[config.mk]
export PLATFORM = sky130hd
export DESIGN_NAME = clipped_rectangle_span_generator_unit_flat
export DESIGN_NICKNAME = d
export VERILOG_FILES = /design/src/rtl/crsg_pkg.sv /design/src/rtl/crsg_req_if.sv /design/src/rtl/crsg_rsp_if.sv /design/src/rtl/crsg_front.sv /design/src/rtl/crsg_queue.sv /design/src/rtl/crsg_back.sv /design/src/rtl/clipped_rectangle_span_generator_unit.sv /design/src/flat_wrapper.sv
export VERILOG_INCLUDE_DIRS = /design/src /design/src/rtl
export SDC_FILE = /design/constraint.sdc
export NUM_CORES = 1
export LEC_CHECK = 0
export BUFFER_PORTS_ARGS = -buffer_cell sky130_fd_sc_hd__clkbuf_2
export CORE_MARGIN = 5
export CORE_UTILIZATION = 56
export CTS_BUF_LIST = sky130_fd_sc_hd__clkbuf_16
export DETAILED_ROUTE_END_ITERATION = 12
export PLACE_DENSITY = 0.81
export SETUP_SLACK_MARGIN = 0.02
export SLEW_MARGIN = 40
export SYNTH_ARGS = -nofsm -noshare
export SYNTH_HDL_FRONTEND = slang
export SYNTH_SLANG_ARGS = --single-unit
[constraint.sdc]
create_clock -name clock -period 5.85 [get_ports clock]
set_input_delay 0.2925 -clock clock [delete_from_list [all_inputs] [get_ports clock]]
set_output_delay 0.2925 -clock clock [all_outputs]
set_load 0.03 [all_outputs]
[src/rtl/clipped_rectangle_span_generator_unit_assert.svh]
// Assertion macros shared by the span generator RTL.
`ifndef CLIPPED_RECTANGLE_SPAN_GENERATOR_UNIT_ASSERT_SVH
`define CLIPPED_RECTANGLE_SPAN_GENERATOR_UNIT_ASSERT_SVH

// Same-cycle implication, checked outside reset.
`define CRSG_ASSERT_NOW(label, clk, rst, pre, post, msg) \
   label: assert property (@(posedge clk) disable iff (rst) (pre) |-> (post)) else $error(msg);

// Next-cycle implication, checked outside reset.
`define CRSG_ASSERT_NEXT(label, clk, rst, pre, post, msg) \
   label: assert property (@(posedge clk) disable iff (rst) (pre) |=> (post)) else $error(msg);

`endif

[src/rtl/crsg_pkg.sv]
// Package: shared types and constants of the span generator.
`default_nettype none
package crsg_pkg;

   localparam int CORNER_W = 16;
   localparam int COLOUR_W = 8;
   localparam int CFG_W    = 13;
   localparam int LEN_W    = 13;
   localparam int ADDR_W   = 24;
   localparam int CSR_IDX_W = 2;
   localparam int QUEUE_DEPTH = 2;

   localparam logic OP_LOAD = 1'b0;
   localparam logic OP_NEXT = 1'b1;

   localparam logic [CSR_IDX_W-1:0] CSR_LINE_PITCH    = 2'd0;
   localparam logic [CSR_IDX_W-1:0] CSR_SCREEN_WIDTH  = 2'd1;
   localparam logic [CSR_IDX_W-1:0] CSR_SCREEN_HEIGHT = 2'd2;

   localparam logic [CFG_W-1:0] LINE_PITCH_RESET    = 13'd640;
   localparam logic [CFG_W-1:0] SCREEN_WIDTH_RESET  = 13'd640;
   localparam logic [CFG_W-1:0] SCREEN_HEIGHT_RESET = 13'd480;

   typedef struct packed {
      logic                span_valid;
      logic                span_last;
      logic [COLOUR_W-1:0] span_colour;
      logic [LEN_W-1:0]    span_length;
   } span_ctl_type;

endpackage
`default_nettype wire

[src/rtl/crsg_req_if.sv]
// Interface: request channel carrying load and next-span items.
`default_nettype none
interface crsg_req_if;
   logic                                valid;
   logic                                ready;
   logic                                operation;
   logic signed [crsg_pkg::CORNER_W-1:0] corner_x0;
   logic signed [crsg_pkg::CORNER_W-1:0] corner_y0;
   logic signed [crsg_pkg::CORNER_W-1:0] corner_x1;
   logic signed [crsg_pkg::CORNER_W-1:0] corner_y1;
   logic [crsg_pkg::COLOUR_W-1:0]       colour_index;
   logic                                fill_mode;

   modport source (output valid, operation, corner_x0, corner_y0, corner_x1, corner_y1,
                   colour_index, fill_mode, input ready);
   modport sink   (input valid, operation, corner_x0, corner_y0, corner_x1, corner_y1,
                   colour_index, fill_mode, output ready);
endinterface
`default_nettype wire

[src/rtl/crsg_rsp_if.sv]
// Interface: response channel carrying one span result per request item.
`default_nettype none
interface crsg_rsp_if;
   logic                          valid;
   logic                          ready;
   logic                          span_valid;
   logic [crsg_pkg::ADDR_W-1:0]   span_address;
   logic [crsg_pkg::LEN_W-1:0]    span_length;
   logic [crsg_pkg::COLOUR_W-1:0] span_colour;
   logic                          span_last;

   modport source (output valid, span_valid, span_address, span_length, span_colour,
                   span_last, input ready);
   modport sink   (input valid, span_valid, span_address, span_length, span_colour,
                   span_last, output ready);
endinterface
`default_nettype wire

[src/rtl/crsg_front.sv]
// Front end: clips loads, walks the rectangle and emits one span entry per item.
`default_nettype none
`include "clipped_rectangle_span_generator_unit_assert.svh"
module crsg_front #(
   parameter int COORD_BITS = 12
) (
   input  wire logic                       clock,
   input  wire logic                       reset,
   crsg_req_if.sink                        req,
   input  wire logic [crsg_pkg::CFG_W-1:0] screen_width,
   input  wire logic [crsg_pkg::CFG_W-1:0] screen_height,
   output logic                            push_valid,
   input  wire logic                       push_ready,
   output crsg_pkg::span_ctl_type          push_ctl,
   output logic [COORD_BITS-1:0]           push_col,
   output logic [COORD_BITS-1:0]           push_row
);

   localparam int CW    = COORD_BITS;
   localparam int DIM_W = CW + 1;
   localparam int CMP_W = ((DIM_W > crsg_pkg::CORNER_W) ? DIM_W : crsg_pkg::CORNER_W) + 1;
   localparam int LW    = (DIM_W > crsg_pkg::LEN_W) ? DIM_W : crsg_pkg::LEN_W;
   localparam int DIM_LIM = 1 << CW;

   typedef enum logic [1:0] {
      PHASE_TOP,
      PHASE_BOTTOM,
      PHASE_LEFT,
      PHASE_RIGHT
   } phase_type;

   logic [CW-1:0]                 left_ff, left_in, right_ff, right_in;
   logic [CW-1:0]                 top_ff, top_in, bottom_ff, bottom_in;
   logic [CW-1:0]                 cur_row_ff, cur_row_in;
   phase_type                     phase_ff, phase_in;
   logic [crsg_pkg::COLOUR_W-1:0] colour_ff, colour_in;
   logic                          fill_ff, fill_in;
   logic                          busy_ff, busy_in;

   logic                          accept;
   logic [CMP_W-1:0]              w_eff, h_eff;
   logic signed [CMP_W-1:0]       w_s, h_s, x0_s, y0_s, x1_s, y1_s;
   logic signed [CMP_W-1:0]       x_c, y_c, x2_c, y2_c;
   logic signed [CMP_W-1:0]       lo_x, hi_x, lo_y, hi_y;
   logic                          load_empty;
   logic [LW-1:0]                 full_len_wide;
   logic [crsg_pkg::LEN_W-1:0]    full_len;

   assign accept     = req.valid && push_ready;
   assign req.ready  = push_ready;
   assign push_valid = req.valid;

   // Zero dimension acts as one, oversized dimension is capped at the coordinate range.
   always_comb begin
      w_eff = CMP_W'(screen_width);
      if (screen_width == '0) begin
         w_eff = CMP_W'(1);
      end else if (CMP_W'(screen_width) > CMP_W'(DIM_LIM)) begin
         w_eff = CMP_W'(DIM_LIM);
      end
      h_eff = CMP_W'(screen_height);
      if (screen_height == '0) begin
         h_eff = CMP_W'(1);
      end else if (CMP_W'(screen_height) > CMP_W'(DIM_LIM)) begin
         h_eff = CMP_W'(DIM_LIM);
      end
   end

   assign w_s  = signed'(w_eff);
   assign h_s  = signed'(h_eff);
   assign x0_s = CMP_W'(req.corner_x0);
   assign y0_s = CMP_W'(req.corner_y0);
   assign x1_s = CMP_W'(req.corner_x1);
   assign y1_s = CMP_W'(req.corner_y1);

   // Clip both corners.
   assign x_c  = (x0_s < 0) ? '0 : ((x0_s >= w_s) ? (w_s - CMP_W'(1)) : x0_s);
   assign y_c  = (y0_s < 0) ? '0 : ((y0_s >= h_s) ? (h_s - CMP_W'(1)) : y0_s);
   assign x2_c = (x1_s >= w_s) ? (w_s - CMP_W'(1)) : x1_s;
   assign y2_c = (y1_s >= h_s) ? (h_s - CMP_W'(1)) : y1_s;

   // Outline orders the corners; a fill keeps them as clipped.
   assign lo_x = (!req.fill_mode && (x_c > x2_c)) ? x2_c : x_c;
   assign hi_x = (!req.fill_mode && (x_c > x2_c)) ? x_c  : x2_c;
   assign lo_y = (!req.fill_mode && (y_c > y2_c)) ? y2_c : y_c;
   assign hi_y = (!req.fill_mode && (y_c > y2_c)) ? y_c  : y2_c;

   assign load_empty = (req.fill_mode && (y0_s >= h_s)) || (x1_s < 0) || (y1_s < 0) ||
                       (req.fill_mode && ((x_c > x2_c) || (y_c > y2_c)));

   assign full_len_wide = LW'(right_ff) - LW'(left_ff) + LW'(1);
   assign full_len      = full_len_wide[crsg_pkg::LEN_W-1:0];

   always_comb begin
      left_in    = left_ff;
      right_in   = right_ff;
      top_in     = top_ff;
      bottom_in  = bottom_ff;
      cur_row_in = cur_row_ff;
      phase_in   = phase_ff;
      colour_in  = colour_ff;
      fill_in    = fill_ff;
      busy_in    = busy_ff;
      push_ctl   = '0;
      push_col   = '0;
      push_row   = '0;

      if (accept) begin
         if (req.operation == crsg_pkg::OP_LOAD) begin
            busy_in  = 1'b0;
            phase_in = PHASE_TOP;
            if (!load_empty) begin
               left_in    = lo_x[CW-1:0];
               right_in   = hi_x[CW-1:0];
               top_in     = lo_y[CW-1:0];
               bottom_in  = hi_y[CW-1:0];
               cur_row_in = lo_y[CW-1:0];
               colour_in  = req.colour_index;
               fill_in    = req.fill_mode;
               busy_in    = 1'b1;
            end
         end else if (busy_ff) begin
            push_ctl.span_valid  = 1'b1;
            push_ctl.span_colour = colour_ff;
            push_col             = left_ff;
            push_row             = cur_row_ff;
            push_ctl.span_length = crsg_pkg::LEN_W'(1);
            if (fill_ff) begin
               push_ctl.span_length = full_len;
               if (cur_row_ff == bottom_ff) begin
                  push_ctl.span_last = 1'b1;
               end else begin
                  cur_row_in = cur_row_ff + CW'(1);
               end
            end else begin
               unique case (phase_ff)
                  PHASE_TOP: begin
                     push_row             = top_ff;
                     push_ctl.span_length = full_len;
                     phase_in             = PHASE_BOTTOM;
                  end
                  PHASE_BOTTOM: begin
                     push_row             = bottom_ff;
                     push_ctl.span_length = full_len;
                     phase_in             = PHASE_LEFT;
                     cur_row_in           = top_ff;
                  end
                  PHASE_LEFT: begin
                     phase_in = PHASE_RIGHT;
                  end
                  PHASE_RIGHT: begin
                     push_col = right_ff;
                     if (cur_row_ff == bottom_ff) begin
                        push_ctl.span_last = 1'b1;
                     end else begin
                        cur_row_in = cur_row_ff + CW'(1);
                        phase_in   = PHASE_LEFT;
                     end
                  end
               endcase
            end
            if (push_ctl.span_last) begin
               busy_in  = 1'b0;
               phase_in = PHASE_TOP;
            end
         end
      end
   end

   always_ff @(posedge clock) begin
      if (reset) begin
         left_ff    <= '0;
         right_ff   <= '0;
         top_ff     <= '0;
         bottom_ff  <= '0;
         cur_row_ff <= '0;
         phase_ff   <= PHASE_TOP;
         colour_ff  <= '0;
         fill_ff    <= 1'b0;
         busy_ff    <= 1'b0;
      end else begin
         left_ff    <= left_in;
         right_ff   <= right_in;
         top_ff     <= top_in;
         bottom_ff  <= bottom_in;
         cur_row_ff <= cur_row_in;
         phase_ff   <= phase_in;
         colour_ff  <= colour_in;
         fill_ff    <= fill_in;
         busy_ff    <= busy_in;
      end
   end

   `CRSG_ASSERT_NOW(a_bounds_ordered, clock, reset, busy_ff,
      (left_ff <= right_ff) && (top_ff <= bottom_ff), "latched rectangle out of order")
   `CRSG_ASSERT_NOW(a_row_in_range, clock, reset, busy_ff,
      (cur_row_ff >= top_ff) && (cur_row_ff <= bottom_ff), "row walker left the rectangle")
   `CRSG_ASSERT_NEXT(a_last_ends_walk, clock, reset, accept && push_ctl.span_last,
      !busy_ff, "rectangle still pending after its last span")
   `CRSG_ASSERT_NOW(a_idle_phase, clock, reset, !busy_ff,
      phase_ff == PHASE_TOP, "idle walker not parked on the top edge")

endmodule
`default_nettype wire

[src/rtl/crsg_queue.sv]
// Queue: short register FIFO between the front end and the address stage.
`default_nettype none
`include "clipped_rectangle_span_generator_unit_assert.svh"
module crsg_queue #(
   parameter int DATA_W = 8,
   parameter int DEPTH  = 2
) (
   input  wire logic              clock,
   input  wire logic              reset,
   input  wire logic              in_valid,
   output logic                   in_ready,
   input  wire logic [DATA_W-1:0] in_data,
   output logic                   out_valid,
   input  wire logic              out_ready,
   output logic [DATA_W-1:0]      out_data
);

   localparam int PTR_W = (DEPTH > 1) ? $clog2(DEPTH) : 1;
   localparam int CNT_W = $clog2(DEPTH + 1);

   logic [DATA_W-1:0] slot_ff [DEPTH];
   logic [PTR_W-1:0]  wr_ptr_ff, wr_ptr_in, rd_ptr_ff, rd_ptr_in;
   logic [CNT_W-1:0]  count_ff, count_in;
   logic              push, pop;

   assign in_ready  = (count_ff != CNT_W'(DEPTH));
   assign out_valid = (count_ff != '0);
   assign out_data  = slot_ff[rd_ptr_ff];
   assign push      = in_valid && in_ready;
   assign pop       = out_valid && out_ready;

   always_comb begin
      wr_ptr_in = wr_ptr_ff;
      rd_ptr_in = rd_ptr_ff;
      count_in  = count_ff;
      if (push) begin
         wr_ptr_in = (wr_ptr_ff == PTR_W'(DEPTH - 1)) ? '0 : wr_ptr_ff + PTR_W'(1);
      end
      if (pop) begin
         rd_ptr_in = (rd_ptr_ff == PTR_W'(DEPTH - 1)) ? '0 : rd_ptr_ff + PTR_W'(1);
      end
      if (push && !pop) begin
         count_in = count_ff + CNT_W'(1);
      end else if (pop && !push) begin
         count_in = count_ff - CNT_W'(1);
      end
   end

   always_ff @(posedge clock) begin
      if (reset) begin
         wr_ptr_ff <= '0;
         rd_ptr_ff <= '0;
         count_ff  <= '0;
      end else begin
         wr_ptr_ff <= wr_ptr_in;
         rd_ptr_ff <= rd_ptr_in;
         count_ff  <= count_in;
      end
   end

   always_ff @(posedge clock) begin
      if (push) begin
         slot_ff[wr_ptr_ff] <= in_data;
      end
   end

   `CRSG_ASSERT_NOW(a_count_bound, clock, reset, 1'b1,
      count_ff <= CNT_W'(DEPTH), "queue count above depth")
   `CRSG_ASSERT_NEXT(a_push_grows, clock, reset, push && !pop,
      count_ff == $past(count_ff) + CNT_W'(1), "push did not grow the queue")
   `CRSG_ASSERT_NEXT(a_pop_shrinks, clock, reset, pop && !push,
      count_ff == $past(count_ff) - CNT_W'(1), "pop did not shrink the queue")

endmodule
`default_nettype wire

[src/rtl/crsg_back.sv]
// Back end: forms the byte address of each span in two registered stages.
`default_nettype none
module crsg_back #(
   parameter int COORD_BITS = 12
) (
   input  wire logic                       clock,
   input  wire logic                       reset,
   input  wire logic                       pop_valid,
   output logic                            pop_ready,
   input  wire crsg_pkg::span_ctl_type     pop_ctl,
   input  wire logic [COORD_BITS-1:0]      pop_col,
   input  wire logic [COORD_BITS-1:0]      pop_row,
   input  wire logic [crsg_pkg::CFG_W-1:0] line_pitch,
   crsg_rsp_if.source                      rsp
);

   localparam int CW     = COORD_BITS;
   localparam int PROD_W = CW + crsg_pkg::CFG_W;
   localparam int SUM_W  = ((PROD_W + 1) > crsg_pkg::ADDR_W) ? (PROD_W + 1) : crsg_pkg::ADDR_W;

   logic                        s1_valid_ff, s1_valid_in;
   crsg_pkg::span_ctl_type      s1_ctl_ff;
   logic [CW-1:0]               s1_col_ff;
   logic [PROD_W-1:0]           s1_prod_ff, s1_prod_in;
   logic                        out_valid_ff, out_valid_in;
   crsg_pkg::span_ctl_type      out_ctl_ff;
   logic [crsg_pkg::ADDR_W-1:0] out_addr_ff, out_addr_in;
   logic [SUM_W-1:0]            addr_sum;
   logic                        out_take, s1_move;

   // Output register takes a new span when empty or when its span is being taken.
   assign out_take  = !out_valid_ff || rsp.ready;
   assign s1_move   = s1_valid_ff && out_take;
   assign pop_ready = !s1_valid_ff || out_take;

   assign s1_prod_in   = PROD_W'(pop_row) * PROD_W'(line_pitch);
   assign s1_valid_in  = pop_valid || (s1_valid_ff && !out_take);
   assign addr_sum     = SUM_W'(s1_prod_ff) + SUM_W'(s1_col_ff);
   assign out_addr_in  = addr_sum[crsg_pkg::ADDR_W-1:0];
   assign out_valid_in = s1_valid_ff || (out_valid_ff && !rsp.ready);

   always_ff @(posedge clock) begin
      if (reset) begin
         s1_valid_ff  <= 1'b0;
         out_valid_ff <= 1'b0;
      end else begin
         if (pop_ready) begin
            s1_valid_ff <= s1_valid_in;
         end
         if (out_take) begin
            out_valid_ff <= out_valid_in;
         end
      end
   end

   always_ff @(posedge clock) begin
      if (pop_valid && pop_ready) begin
         s1_ctl_ff  <= pop_ctl;
         s1_col_ff  <= pop_col;
         s1_prod_ff <= s1_prod_in;
      end
      if (s1_move) begin
         out_ctl_ff  <= s1_ctl_ff;
         out_addr_ff <= out_addr_in;
      end
   end

   assign rsp.valid        = out_valid_ff;
   assign rsp.span_valid   = out_ctl_ff.span_valid;
   assign rsp.span_address = out_addr_ff;
   assign rsp.span_length  = out_ctl_ff.span_length;
   assign rsp.span_colour  = out_ctl_ff.span_colour;
   assign rsp.span_last    = out_ctl_ff.span_last;

endmodule
`default_nettype wire

[src/rtl/clipped_rectangle_span_generator_unit.sv]
// Top level: clipped rectangle span generator with its configuration registers.
//
// Usage: a transfer on req_chan with operation 0 loads a rectangle (corners are
// clipped to screen_width x screen_height and latched with colour and mode); a
// transfer with operation 1 asks for the next span. Every request transfer gives
// exactly one rsp_chan transfer: a load, or a request with no rectangle pending,
// answers span_valid 0 with all other fields zero; otherwise the span carries
// address col + row * line_pitch (24-bit wrap), length, colour and span_last on
// the final span of the rectangle.
// Throughput: one item per cycle while rsp_chan does not stall. A result is
// registered in the queue slot, the multiply stage and the output register in turn.
// The walker state advances in the front end at the transfer itself, so the
// loop through it sets the rate.
// Reset clears the walker, the queue and the output stage and loads pitch 640,
// width 640, height 480. Write csr_* only while no result is outstanding.
// When rsp_chan stalls, results hold in the output register, the multiply stage
// fills, then the two-entry queue; req_chan.ready drops once the queue is full.
`default_nettype none
module clipped_rectangle_span_generator_unit #(
   parameter int COORD_BITS = 12
) (
   input  wire logic                           clock,
   input  wire logic                           reset,
   crsg_req_if.sink                            req_chan,
   crsg_rsp_if.source                          rsp_chan,
   input  wire logic                           csr_write_enable,
   input  wire logic [crsg_pkg::CSR_IDX_W-1:0] csr_index,
   input  wire logic [crsg_pkg::CFG_W-1:0]     csr_write_data
);

   localparam int ENTRY_W = $bits(crsg_pkg::span_ctl_type) + 2 * COORD_BITS;

   logic [crsg_pkg::CFG_W-1:0] line_pitch_ff, line_pitch_in;
   logic [crsg_pkg::CFG_W-1:0] screen_width_ff, screen_width_in;
   logic [crsg_pkg::CFG_W-1:0] screen_height_ff, screen_height_in;

   logic                       push_valid, push_ready;
   crsg_pkg::span_ctl_type     push_ctl;
   logic [COORD_BITS-1:0]      push_col, push_row;
   logic                       pop_valid, pop_ready;
   logic [ENTRY_W-1:0]         pop_data;
   crsg_pkg::span_ctl_type     pop_ctl;
   logic [COORD_BITS-1:0]      pop_col, pop_row;

   // Register writes; an index beyond the list is dropped.
   always_comb begin
      line_pitch_in    = line_pitch_ff;
      screen_width_in  = screen_width_ff;
      screen_height_in = screen_height_ff;
      if (csr_write_enable) begin
         unique case (csr_index)
            crsg_pkg::CSR_LINE_PITCH:    line_pitch_in    = csr_write_data;
            crsg_pkg::CSR_SCREEN_WIDTH:  screen_width_in  = csr_write_data;
            crsg_pkg::CSR_SCREEN_HEIGHT: screen_height_in = csr_write_data;
            default: ;
         endcase
      end
   end

   always_ff @(posedge clock) begin
      if (reset) begin
         line_pitch_ff    <= crsg_pkg::LINE_PITCH_RESET;
         screen_width_ff  <= crsg_pkg::SCREEN_WIDTH_RESET;
         screen_height_ff <= crsg_pkg::SCREEN_HEIGHT_RESET;
      end else begin
         line_pitch_ff    <= line_pitch_in;
         screen_width_ff  <= screen_width_in;
         screen_height_ff <= screen_height_in;
      end
   end

   // Front end: clip loads, walk the rectangle, produce one entry per transfer.
   crsg_front #(
      .COORD_BITS (COORD_BITS)
   ) u_front (
      .clock         (clock),
      .reset         (reset),
      .req           (req_chan),
      .screen_width  (screen_width_ff),
      .screen_height (screen_height_ff),
      .push_valid    (push_valid),
      .push_ready    (push_ready),
      .push_ctl      (push_ctl),
      .push_col      (push_col),
      .push_row      (push_row)
   );

   // Queue decouples the walker from the address stage.
   crsg_queue #(
      .DATA_W (ENTRY_W),
      .DEPTH  (crsg_pkg::QUEUE_DEPTH)
   ) u_queue (
      .clock     (clock),
      .reset     (reset),
      .in_valid  (push_valid),
      .in_ready  (push_ready),
      .in_data   ({push_ctl, push_col, push_row}),
      .out_valid (pop_valid),
      .out_ready (pop_ready),
      .out_data  (pop_data)
   );

   assign {pop_ctl, pop_col, pop_row} = pop_data;

   // Back end: multiply row by pitch, add column, hold the result for the sink.
   crsg_back #(
      .COORD_BITS (COORD_BITS)
   ) u_back (
      .clock      (clock),
      .reset      (reset),
      .pop_valid  (pop_valid),
      .pop_ready  (pop_ready),
      .pop_ctl    (pop_ctl),
      .pop_col    (pop_col),
      .pop_row    (pop_row),
      .line_pitch (line_pitch_ff),
      .rsp        (rsp_chan)
   );

endmodule
`default_nettype wire
[src/flat_wrapper.sv]
// flat-port wrapper written by rule: the top's interface ports become plain ports
module clipped_rectangle_span_generator_unit_flat 
#(
   parameter int COORD_BITS = 12
)
  (clock, reset, csr_write_enable, csr_index, csr_write_data, req_chan_valid, req_chan_operation, req_chan_corner_x0, req_chan_corner_y0, req_chan_corner_x1, req_chan_corner_y1, req_chan_colour_index, req_chan_fill_mode, req_chan_ready, rsp_chan_valid, rsp_chan_span_valid, rsp_chan_span_address, rsp_chan_span_length, rsp_chan_span_colour, rsp_chan_span_last, rsp_chan_ready);
  crsg_req_if req_chan_i ();
  crsg_rsp_if rsp_chan_i ();
  input  wire logic clock;
  input  wire logic reset;
  input  wire logic csr_write_enable;
  input  wire logic [crsg_pkg::CSR_IDX_W-1:0] csr_index;
  input  wire logic [crsg_pkg::CFG_W-1:0] csr_write_data;
  input wire logic [$bits(req_chan_i.valid)-1:0] req_chan_valid;
  input wire logic [$bits(req_chan_i.operation)-1:0] req_chan_operation;
  input wire logic [$bits(req_chan_i.corner_x0)-1:0] req_chan_corner_x0;
  input wire logic [$bits(req_chan_i.corner_y0)-1:0] req_chan_corner_y0;
  input wire logic [$bits(req_chan_i.corner_x1)-1:0] req_chan_corner_x1;
  input wire logic [$bits(req_chan_i.corner_y1)-1:0] req_chan_corner_y1;
  input wire logic [$bits(req_chan_i.colour_index)-1:0] req_chan_colour_index;
  input wire logic [$bits(req_chan_i.fill_mode)-1:0] req_chan_fill_mode;
  output wire logic [$bits(req_chan_i.ready)-1:0] req_chan_ready;
  output wire logic [$bits(rsp_chan_i.valid)-1:0] rsp_chan_valid;
  output wire logic [$bits(rsp_chan_i.span_valid)-1:0] rsp_chan_span_valid;
  output wire logic [$bits(rsp_chan_i.span_address)-1:0] rsp_chan_span_address;
  output wire logic [$bits(rsp_chan_i.span_length)-1:0] rsp_chan_span_length;
  output wire logic [$bits(rsp_chan_i.span_colour)-1:0] rsp_chan_span_colour;
  output wire logic [$bits(rsp_chan_i.span_last)-1:0] rsp_chan_span_last;
  input wire logic [$bits(rsp_chan_i.ready)-1:0] rsp_chan_ready;
  assign req_chan_i.valid = req_chan_valid;
  assign req_chan_i.operation = req_chan_operation;
  assign req_chan_i.corner_x0 = req_chan_corner_x0;
  assign req_chan_i.corner_y0 = req_chan_corner_y0;
  assign req_chan_i.corner_x1 = req_chan_corner_x1;
  assign req_chan_i.corner_y1 = req_chan_corner_y1;
  assign req_chan_i.colour_index = req_chan_colour_index;
  assign req_chan_i.fill_mode = req_chan_fill_mode;
  assign req_chan_ready = req_chan_i.ready;
  assign rsp_chan_valid = rsp_chan_i.valid;
  assign rsp_chan_span_valid = rsp_chan_i.span_valid;
  assign rsp_chan_span_address = rsp_chan_i.span_address;
  assign rsp_chan_span_length = rsp_chan_i.span_length;
  assign rsp_chan_span_colour = rsp_chan_i.span_colour;
  assign rsp_chan_span_last = rsp_chan_i.span_last;
  assign rsp_chan_i.ready = rsp_chan_ready;
  clipped_rectangle_span_generator_unit #(.COORD_BITS(COORD_BITS)) u_core (.clock(clock), .reset(reset), .req_chan(req_chan_i), .rsp_chan(rsp_chan_i), .csr_write_enable(csr_write_enable), .csr_index(csr_index), .csr_write_data(csr_write_data));
endmodule
==> flow_metrics.tcl, run 1 <==
set metrics [dict create \
    worst-path-max-fanout 12 \
    number_of_drc_markers_after_the_initial_detailed_route_iteration 1186 \
    floorplan.initialDensity 0.5694 \
    antenna_left 0 \
    synth_enable_flop_cells 200 \
    status "finished clean" \
    io_pins 143 \
    die_w_um 208.7 \
    drt-vias-per-instance 5.854 \
    first_global_vias 17510 \
    period_needed_ns 5.631 \
    drt_wl_total_um 55680 \
    max_freq_mhz 177.6 \
    critPathBufInv 4 \
    hp-class "primary input to flop" \
    ys_seq_elements 318 \
    grt_start_max_net_pins 91 \
    insertedDiodeCount 0 \
    worstPathRequired_ns 6.16 \
    m1WireLength_um 23510 \
    critical_path_max_stage_delay_ns 0.53 \
    routed_wire_per_std_cell_um 18.79 \
    final-hold-violation-count 0 \
    post-dp-hpwl_um 42920 \
    clkSinkCount 318 \
    max_cap_viol_count 0 \
    layout.nets 2810 \
    drv_slew 0 \
    end_kind "flop" \
    antenna_violations_before_repair 1 \
    worst-setup-path-type "flop to flop" \
    grt_first_pass_wirelength_um 89780 \
    cts.reportedPaths.clkPinSlew_ns 0.06 \
    post_synth.cell_area_avg_um2 9.779 \
    postSynth.topFlopCell "edfxtp_1" \
    mappedNetlistArea_um2 22110 \
    drt_pass1_iterations 6 \
    clock_tree.buffer_depth 3 \
    total_leakage_power_nw 10.76 \
    dpl_worst_slack_ns -0.1445 \
    report.power.total_mw 9.362 \
    die_y_um 208.7 \
    remaining_drc_errors 0 \
    ir_drop_uv 275.9 \
    unrepaired_setup_endpoints_after_global_routing "true" \
    grt.overflow.total 0 \
    vias 17340 \
    clk-insertion-delay-late_ns 0.56 \
    core_area_um2 38830 \
    routed-wl-met3_um 3709 \
    netlist_instances 2261 \
    route.top_layer_used "met5" \
    synth_seq_area_share 0.3785 \
    finalSetupViolCount 0 \
    synth_to_layout_area_growth_pct 13.51 \
    htree_num_levels 2 \
    row_count 72 \
    met2RoutedLength_um 26190 \
    tightestPinTransition_ns 0.7921 \
    layout_worst_path_cycle_share 0.9625 \
    tritoncts "done" \
    delay_heaviest_family_cp "adder cells" \
    synth.distinct_cells 85 \
    relSlewSlack 0.4719 \
    critPathLaunchType "flop" \
    final_critical_path_setup_slack_ns 0.2193 \
    ys_warnings 0 \
    critical-path-top-cell-by-count "fa_1" \
    buffer_ports.inserted 142 \
    num-fill-cells 3065 \
    finalClockSkew_ns 0.02539 \
    timing.critical_path.arrival_ns 5.94 \
    groute.usage.overall 0.2518 \
    cts_root_buf "clkbuf_16" \
    cp_slowest_cell "fa_1" \
    synthArstFlopShare 0 \
    tritoncts.num_buffers 34 \
    cellPowerDensity_nw_per_um2 373.0 \
    gpl.final_weighted_congestion 0.9566 \
    crit_chain "mux2i_2 -> buf_4 -> nand2b_1 -> fa_1 -> fa_1 -> inv_1 -> fa_1 -> inv_1 -> fa_1 -> inv_1 -> fa_1 -> ha_1 -> and3_1 -> a21oi_1 -> o21ai_0 -> o21a_1 -> a211o_1 -> a21oi_1 -> xnor2_1" \
    dieArea_um2 43560 \
    drive_gt1_frac 0.1607 \
]
-- repair_timing --
action | 4_1_cts | 5_1_grt
hold endpoints to repair | 8 | 0
buffers inserted | 3 | 8
pin swaps | 1 | 4
setup endpoints to repair | 30 | 75
cloned | 0 | 0
gates resized for setup | 10 | 33
hold buffers | 4 | 0
-- tightest hold or removal path, stage by stage --
cell and delay (ns):
clkbuf_2 0.10, mux2i_1 0.07, nor2_1 0.08
-- sequential cells by signal (all words and copies together), names as in the netlist, 13 cells and up, named ones only --
signal / count
u_core.screen_height_ff: 13
u_core.line_pitch_ff: 13
u_core.u_queue.slot_ff: 94
u_core.u_back.rsp.span_address: 24
u_core.u_back.s1_prod_ff: 24
u_core.u_back.rsp.span_length: 13
u_core.u_back.s1_ctl_ff: 23
u_core.screen_width_ff: 13
-- report_power, final --
group          total (mW)  internal [mW]  switching (mW)
combinational        3.90           1.56            2.34
sequential           3.35           3.12           0.227
clock                2.11           1.21           0.904
total                9.36           5.89            3.47
-- stage by stage --
stage,hold WS [ns],setup TNS (ns),cell area [um2],instances,util
global placement,0.4022,0,23690,2887,0.6101
global route,0.01028,-0.03182,25100,2963,0.6464
floorplan,0.4003,0,22130,2264,-
CTS,0.0001388,0,24900,2955,0.6414
detailed placement,0.4045,-1.481,23710,2887,0.6105
finish,0.01758,0,25100,2963,0.6464
-- path summary, 6_finish.rpt --
kind,slack [ns],from,to,depth (start not counted)
worst max-delay path,0.22,flop,u_core.u_back.s1_prod_ff[22],19
worst min register to register,0.42,u_core.u_back.s1_ctl_ff[20],u_core.u_back.rsp.span_colour[7],0
worst min-delay path,0.02,req_chan_colour_index[3],u_core.u_front.colour_ff[3],3
worst max register to register,0.22,flop,u_core.u_back.s1_prod_ff[22],19
-- final cells by class --
class	count	area (um2)	area share
Clock buffer	34	850.8	0.03390
Clock inverter	27	250.2	0.009971
Inverter	199	747.0	0.02976
Multi-Input combinational cell	1635	12730	0.5074
Sequential cell	318	8372	0.3336
Tap cell	518	648.1	0.02582
Timing Repair Buffer	232	1496	0.05962
-- cells by family (layout without fill, tap and decap cells) --
group	after synthesis	count (layout)	synth area share
buf+inv	311	492	0.05495
mux	117	117	0.05653
other cells	1	4	0.0001696
simple gates	774	774	0.1630
flops	318	318	0.3785
fa+ha+maj	296	296	0.2052
compound gates	362	362	0.1092
xor+xnor	82	82	0.03248
-- cell usage in the layout (no fill, tap or decap), types with 6 or more instances in the layout --
| cell | instances |
|---|---|
| xor2_1 | 32 |
| nor2_1 | 182 |
| clkbuf_16 | 34 |
| inv_1 | 207 |
| mux2_2 | 58 |
| nand2_1 | 290 |
| dfxtp_1 | 117 |
| o21ai_0 | 46 |
| nand2b_1 | 30 |
| buf_4 | 77 |
| xnor2_1 | 50 |
| fa_1 | 111 |
| mux2i_1 | 47 |
| or3_1 | 12 |
| mux2i_2 | 6 |
| nor2b_1 | 45 |
| and2_1 | 33 |
| nand3b_1 | 11 |
| o21a_1 | 8 |
| o31ai_1 | 16 |
| a211o_1 | 6 |
| and3_1 | 13 |
| o32ai_1 | 7 |
| edfxtp_1 | 200 |
| nand3_1 | 48 |
| nor4_1 | 11 |
| a311oi_1 | 16 |
| clkbuf_2 | 141 |
| a211oi_1 | 33 |
| nor3_1 | 48 |
| buf_12 | 6 |
| ha_1 | 185 |
| a21o_1 | 24 |
| o211ai_1 | 13 |
| nand4_1 | 15 |
| a21oi_1 | 129 |
-- synthesized netlist by cell type (all sizes together), types with 6 or more instances --
library cell	count	area [um2]
a211o	6	52.55
a211oi	34	260.3
a21o	24	180.2
a21oi	129	645.6
a311oi	19	178.9
and2	34	215.2
and3	14	87.58
buf	22	128.9
clkbuf	90	339.1
dfxtp	118	2362
edfxtp	200	6006
fa	111	2222
ha	185	2315
inv	198	743.2
mux2	63	709.4
mux2i	54	540.5
nand2	290	1089
nand2b	30	187.7
nand3	48	240.2
nand3b	11	82.58
nand4	15	93.84
nor2	189	719.4
nor2b	47	294.0
nor3	50	255.3
nor4	14	102.6
o211ai	13	97.59
o21a	8	60.06
o21ai	51	255.2
o31ai	17	141.4
o32ai	8	70.07
or3	12	75.07
xnor2	50	437.9
xor2	32	280.3
-- routing by layer --
layer | vias to the layer above | track usage
li1 | 8163 | -
met1 | 8371 | 0.3342
met2 | 675 | 0.4133
met3 | 133 | 0.04154
met4 | 2 | 0.1049
met5 | - | 0
Power figures use the tool's default switching activity.
==> run 2: changes to the inputs <==
--- a/config.mk
+++ b/config.mk
@@ -12,2 +12,3 @@
 export CTS_BUF_LIST = sky130_fd_sc_hd__clkbuf_16
+export CTS_CLUSTER_SIZE = 20
 export DETAILED_ROUTE_END_ITERATION = 12
--- a/constraint.sdc
+++ b/constraint.sdc
@@ -3,2 +3,2 @@
 set_output_delay 0.2925 -clock clock [all_outputs]
-set_load 0.03 [all_outputs]
+set_load 0.005 [all_outputs]
==> run 2 against run 1 <==
First-iteration DRC count rose by 5.0%. Total power fell by 1.8%. Utilization barely moved. Final cell count barely moved. Clock-buffer cell count did not move. Largest cell class unchanged. Design area barely moved. Critical path depth did not move.
==> flow_metrics.tcl, run 2 (synthesis gave the netlist of run 1 again) <==
set metrics [dict create \
    status "finished clean" \
    reg2reg_setup_slack_ns 0.22 \
    max_cap_viol_count 0 \
    timing.critical_path.arrival_ns 5.94 \
    cts.reportedPaths.clkPinSlew_ns 0.07 \
    die_w_um 208.7 \
    unrepaired_setup_endpoints_after_global_routing "true" \
    period_needed_ns 5.634 \
    dieArea_um2 43560 \
    insertedDiodeCount 0 \
    drt_pass1_iterations 6 \
    grt.overflow.total 0 \
    ir_drop_uv 274.3 \
    regArea_um2 8372 \
    grt_start_max_net_pins 91 \
    layout.cells.most_common "nand2_1" \
    worst-path-max-fanout 10 \
    comb_power_share 0.406 \
    synth_to_layout_area_growth_pct 13.51 \
    hp-class "primary input to flop" \
    drt-vias-per-instance 5.854 \
    end_kind "flop" \
    setup_tns_ns 0 \
    power_switching_share 0.3566 \
    power.net_switching_mw 3.277 \
    remaining_drc_errors 0 \
    buffer_ports.inserted 142 \
    gpl.final_weighted_congestion 0.9566 \
    total_leakage_power_nw 10.74 \
    clk-insertion-delay-late_ns 0.55 \
    multi_input_comb_area_um2 12750 \
    number_of_drc_markers_after_the_initial_detailed_route_iteration 1245 \
    clock_tree.buffer_depth 3 \
    tritoncts "done" \
    count_of_non_filler_cells_in_the_finished_layout 2961 \
    cellInternalPower_mw 5.913 \
    cellPowerDensity_nw_per_um2 366.2 \
    row_count 72 \
    layout.nets 2808 \
    max_reg_flops 94 \
    dpl_worst_slack_ns -0.1445 \
    drive_gt1_frac 0.1609 \
    final_util 0.6464 \
    max_freq_mhz 177.5 \
    htree_num_levels 2 \
    drt_wl_total_um 55920 \
    placedCellCount 2887 \
    routed_wire_per_std_cell_um 18.89 \
    antenna_violations_before_repair 1 \
    finalSetupViolCount 0 \
    finalClockSkew_ns 0.01796 \
    drv_slew 0 \
    critPathLaunchType "flop" \
    worstPathRequired_ns 6.15 \
    clock_power_share 0.231 \
    io_pins 143 \
    groute.usage.overall 0.2515 \
    clkSinkCount 318 \
    worst-setup-path-type "flop to flop" \
    die_y_um 208.7 \
    report.power.total_mw 9.190 \
    core_area_um2 38830 \
    first_global_vias 17510 \
    post-dp-hpwl_um 42920 \
    layout_worst_path_cycle_share 0.9630 \
    antenna_left 0 \
    share_seq_of_total_power 0.364 \
    final_cell_mix "nand2_1 (290), inv_1 (205), edfxtp_1 (200)" \
    grt_first_pass_wirelength_um 89830 \
    final_critical_path_setup_slack_ns 0.2164 \
    relSlewSlack 0.4740 \
    floorplan.initialDensity 0.5694 \
    num-fill-cells 3073 \
    cts_root_buf "clkbuf_16" \
    final-hold-violation-count 0 \
    tightestPinTransition_ns 0.7890 \
    vias 17340 \
    register_with_the_most_flip_flops "u_core.u_queue.slot_ff" \
    tritoncts.num_buffers 34 \
]
## run 2: changes by cell type in the layout (fill, tap and decap cells not counted), moves of 2 or more
cell	change
o21ai_2	+2
nor2_2	-3
clkinv_1	+2
inv_1	-2
nor2_1	+3
## run 2: final cells by class
class | instances | share of cell area
clock buffers | 34 | 0.03390
clock inverters | 27 | 0.01012
inverters | 199 | 0.02976
multi-input cells | 1635 | 0.5081
flip-flops and latches | 318 | 0.3336
well taps | 518 | 0.02583
repair buffers | 230 | 0.05873
## run 2: final timing paths
path                                    start                                to  cells past startpoint
setup / recovery                         flop      u_core.u_back.s1_prod_ff[22]                     19
hold / removal       req_chan_colour_index[3]       u_core.u_front.colour_ff[3]                      3
setup reg to reg                         flop      u_core.u_back.s1_prod_ff[22]                     19
hold reg to reg   u_core.u_back.s1_ctl_ff[20]  u_core.u_back.rsp.span_colour[7]                      0
## run 2: repair_timing
item,CTS,global route
pin swaps,1,4
buffers inserted,3,6
endpoints found under the hold margin,6,0
gates resized for setup,9,36
setup endpoints to repair,32,75
hold buffers,4,0
## run 2: metal layers
metal	vias to the layer above	routed length, um	track usage	part of all wire
met4	2	2235	0.1028	0.040
met1	8343	23390	0.3339	0.42
met2	694	26380	0.4150	0.47
met3	142	3905	0.03989	0.070
li1	8154	-	-	-
met5	-	11	0	0.00020
## run 2: power groups by stage
stage / registers, mW / clock network, mW / logic (mW)
floorplan: 3.31 / 0 / 2.59
global placement: 3.36 / 0 / 3.36
detailed placement: 3.39 / 0 / 3.55
CTS: 3.35 / 2.16 / 3.60
global route: 3.39 / 2.24 / 4.16
finish: 3.34 / 2.12 / 3.73
## run 2: critical path, stage by stage (launching register included)
cell,delay [ns]
dfxtp_4,0.42
buf_4,0.19
mux2_4,0.24
nand2_1,0.08
fa_1,0.50
inv_1,0.06
fa_1,0.50
inv_1,0.05
fa_1,0.47
inv_1,0.05
fa_1,0.53
fa_1,0.52
ha_1,0.22
or3_1,0.43
o21ai_2,0.22
o21ai_1,0.10
o21a_2,0.25
a211o_1,0.29
a21oi_1,0.17
xnor2_1,0.09
## run 2: through the flow
step           hold slack [ns]  instance area (um2)
2_1_floorplan           0.4003                22130
3_3_place_gp            0.4022                23690
3_5_place_dp            0.4045                23710
4_1_cts               0.001005                24900
5_1_grt                0.01847                25100
6_report               0.01989                25100
==> run 3: changes to the inputs <==
clock period = 5.1 ns   (was 5.85 ns; I/O delays follow)
==> run 3 against run 2 <==
The flow now finishes with violations (setup timing). Non-clock buffer count rose by 214. Critical path depth rose by 6. Utilization rose by 7.7 points. Sequential power rose by 15%. Setup slack got worse by 0.57 ns. Sequential share of layout area fell by 3.5 points. Critical path type unchanged.
==> flow_metrics.tcl, run 3 (synthesis gave the netlist of run 1 again) <==
set metrics [dict create \
    report.power.total_mw 11.52 \
    end_kind "flop" \
    post-dp-hpwl_um 44690 \
    antenna_left 0 \
    timing.critical_path.arrival_ns 5.88 \
    drt_pass1_iterations 6 \
    drive_gt1_frac 0.2895 \
    placedCellCount 3016 \
    hp-class "primary input to flop" \
    drt_wl_total_um 65520 \
    routed_wire_per_std_cell_um 20.60 \
    critPathLaunchType "flop" \
    die_w_um 208.7 \
    finalClockSkew_ns 0.03823 \
    num-fill-cells 2474 \
    final_cell_mix "nand2_1 (284), buf_4 (230), inv_1 (202)" \
    layout.cells.most_common "nand2_1" \
    die_y_um 208.7 \
    max_freq_mhz 183.5 \
    register_with_the_most_flip_flops "u_core.u_queue.slot_ff" \
    antenna_violations_before_repair 1 \
    count_of_non_filler_cells_in_the_finished_layout 3181 \
    worst-path-max-fanout 8 \
    io_pins 143 \
    vias 18990 \
    clock_tree.buffer_depth 3 \
    worst-setup-path-type "flop to flop" \
    period_needed_ns 5.449 \
    remaining_drc_errors 0 \
    total_leakage_power_nw 12.04 \
    floorplan.initialDensity 0.5694 \
    tritoncts "done" \
    core_area_um2 38830 \
    dpl-instance-area_um2 24840 \
    final_critical_path_setup_slack_ns -0.3487 \
    tightestPinTransition_ns 0.8365 \
    max_cap_viol_count 0 \
    holdWs_ns 0.02769 \
    violations "setup timing" \
    grt.overflow.total 0 \
    insertedDiodeCount 0 \
    cts_root_buf "clkbuf_16" \
    unrepaired_setup_endpoints_after_global_routing "true" \
    layout.nets 3027 \
    worstPathRequired_ns 5.54 \
    gpl.final_weighted_congestion 0.9844 \
    grt_first_pass_wirelength_um 96050 \
    htree_num_levels 2 \
    row_count 72 \
    groute.usage.overall 0.2685 \
    cts.reportedPaths.clkPinSlew_ns 0.07 \
    number_of_drc_markers_after_the_initial_detailed_route_iteration 1526 \
    layout_worst_path_cycle_share 1.068 \
    cellPowerDensity_nw_per_um2 410.2 \
    dieArea_um2 43560 \
    drv_slew 0 \
    clkSinkCount 318 \
    buffer_ports.inserted 142 \
    finalSetupViolCount 76 \
    ir_drop_uv 234.4 \
    drt-vias-per-instance 5.971 \
    synth_to_layout_area_growth_pct 27.00 \
    final-hold-violation-count 0 \
    first_global_vias 18440 \
    clk-insertion-delay-late_ns 0.57 \
    relSlewSlack 0.4423 \
    tritoncts.num_buffers 35 \
    max_reg_flops 94 \
    grt_start_max_net_pins 87 \
    status "finished with violations" \
    post-route-cell-area_um2 28080 \
]
==> run 3: cell types whose count changed in the layout (fill, tap and decap cells not counted), moves of 9 or more <==
cell	delta
nor2_1	-23
mux2_4	+9
nor2_2	+17
buf_6	+34
a21oi_2	+25
nor3_2	+10
a21oi_1	-26
buf_4	+154
o31ai_1	-9
o21ai_0	-14
nor3_1	-10
ha_1	-11
==> run 3: report_power, final <==
part	internal (mW)	switching [mW]
registers	3.58	0.252
logic	2.46	2.83
clock network	1.32	1.07
==> run 3: worst max-delay path: stages (launching register included) <==
cell	delay [ns]
dfxtp_2	0.31
or4_4	0.55
nor4_4	0.28
a22oi_2	0.14
inv_2	0.11
ha_4	0.20
nand2b_4	0.13
a21o_1	0.15
a211o_1	0.29
a211oi_4	0.31
nor2_4	0.16
mux2i_2	0.26
nor2_1	0.08
ha_1	0.36
a21oi_2	0.20
nor2b_1	0.08
o31ai_2	0.24
o2111ai_2	0.20
a21o_1	0.23
o22ai_4	0.22
buf_12	0.15
buf_8	0.12
buf_6	0.11
buf_8	0.12
nor2_2	0.04
a311oi_1	0.31
==> run 3: what timing repair did <==
item / 4_1_cts / 5_1_grt
buffers inserted: 32 / 46
hold endpoints to repair: 12 / 0
hold buffers: 11 / 0
pin swaps: 53 / 88
resized for setup: 93 / 187
setup endpoints to repair: 76 / 79
gates cloned: 6 / 10
==> run 3: path summary, 6_finish.rpt <==
check / startpoint / end / slack (ns) / cells after the start
max reg2reg: u_core.screen_height_ff[7] / u_core.u_front.left_ff[3] / -0.35 / 25
min reg2reg: u_core.u_back.s1_ctl_ff[18] / u_core.u_back.rsp.span_colour[5] / 0.42 / 0
min: csr_write_data[12] / u_core.screen_height_ff[12] / 0.03 / 3
max: u_core.screen_height_ff[7] / u_core.u_front.left_ff[3] / -0.35 / 25
==> run 3: stage by stage <==
stage / util / TNS [ns] / setup WS [ns]
global placement: 0.6396 / -3.051 / -0.1555
detailed placement: 0.6398 / -7.944 / -0.3158
global route: 0.7232 / -28.59 / -0.5596
finish: 0.7232 / -13.44 / -0.3487
CTS: 0.6890 / -1.694 / -0.09453
floorplan: - / -0.06294 / -0.04617
==> run 3: area by class of cell <==
cell class / instances / area, um2 / share of cell area
clock inverter: 28 / 207.7 / 0.007397
timing repair buffer: 444 / 3446 / 0.1227
sequential: 318 / 8374 / 0.2982
clock buffer: 35 / 875.8 / 0.03119
inverter: 199 / 747.0 / 0.02660
multi-input combinational: 1639 / 13780 / 0.4908
tap: 518 / 648.1 / 0.02308
==> run 3: layer usage <==
metal | wire length, um | GRT usage | share of wire | vias up
met3 | 4793 | 0.03554 | 0.073 | 258
met1 | 25390 | 0.3539 | 0.39 | 9108
met2 | 32050 | 0.4521 | 0.49 | 1033
li1 | - | - | - | 8592
met5 | 13 | 0.002225 | 0.00020 | -
met4 | 3274 | 0.1073 | 0.050 | 2
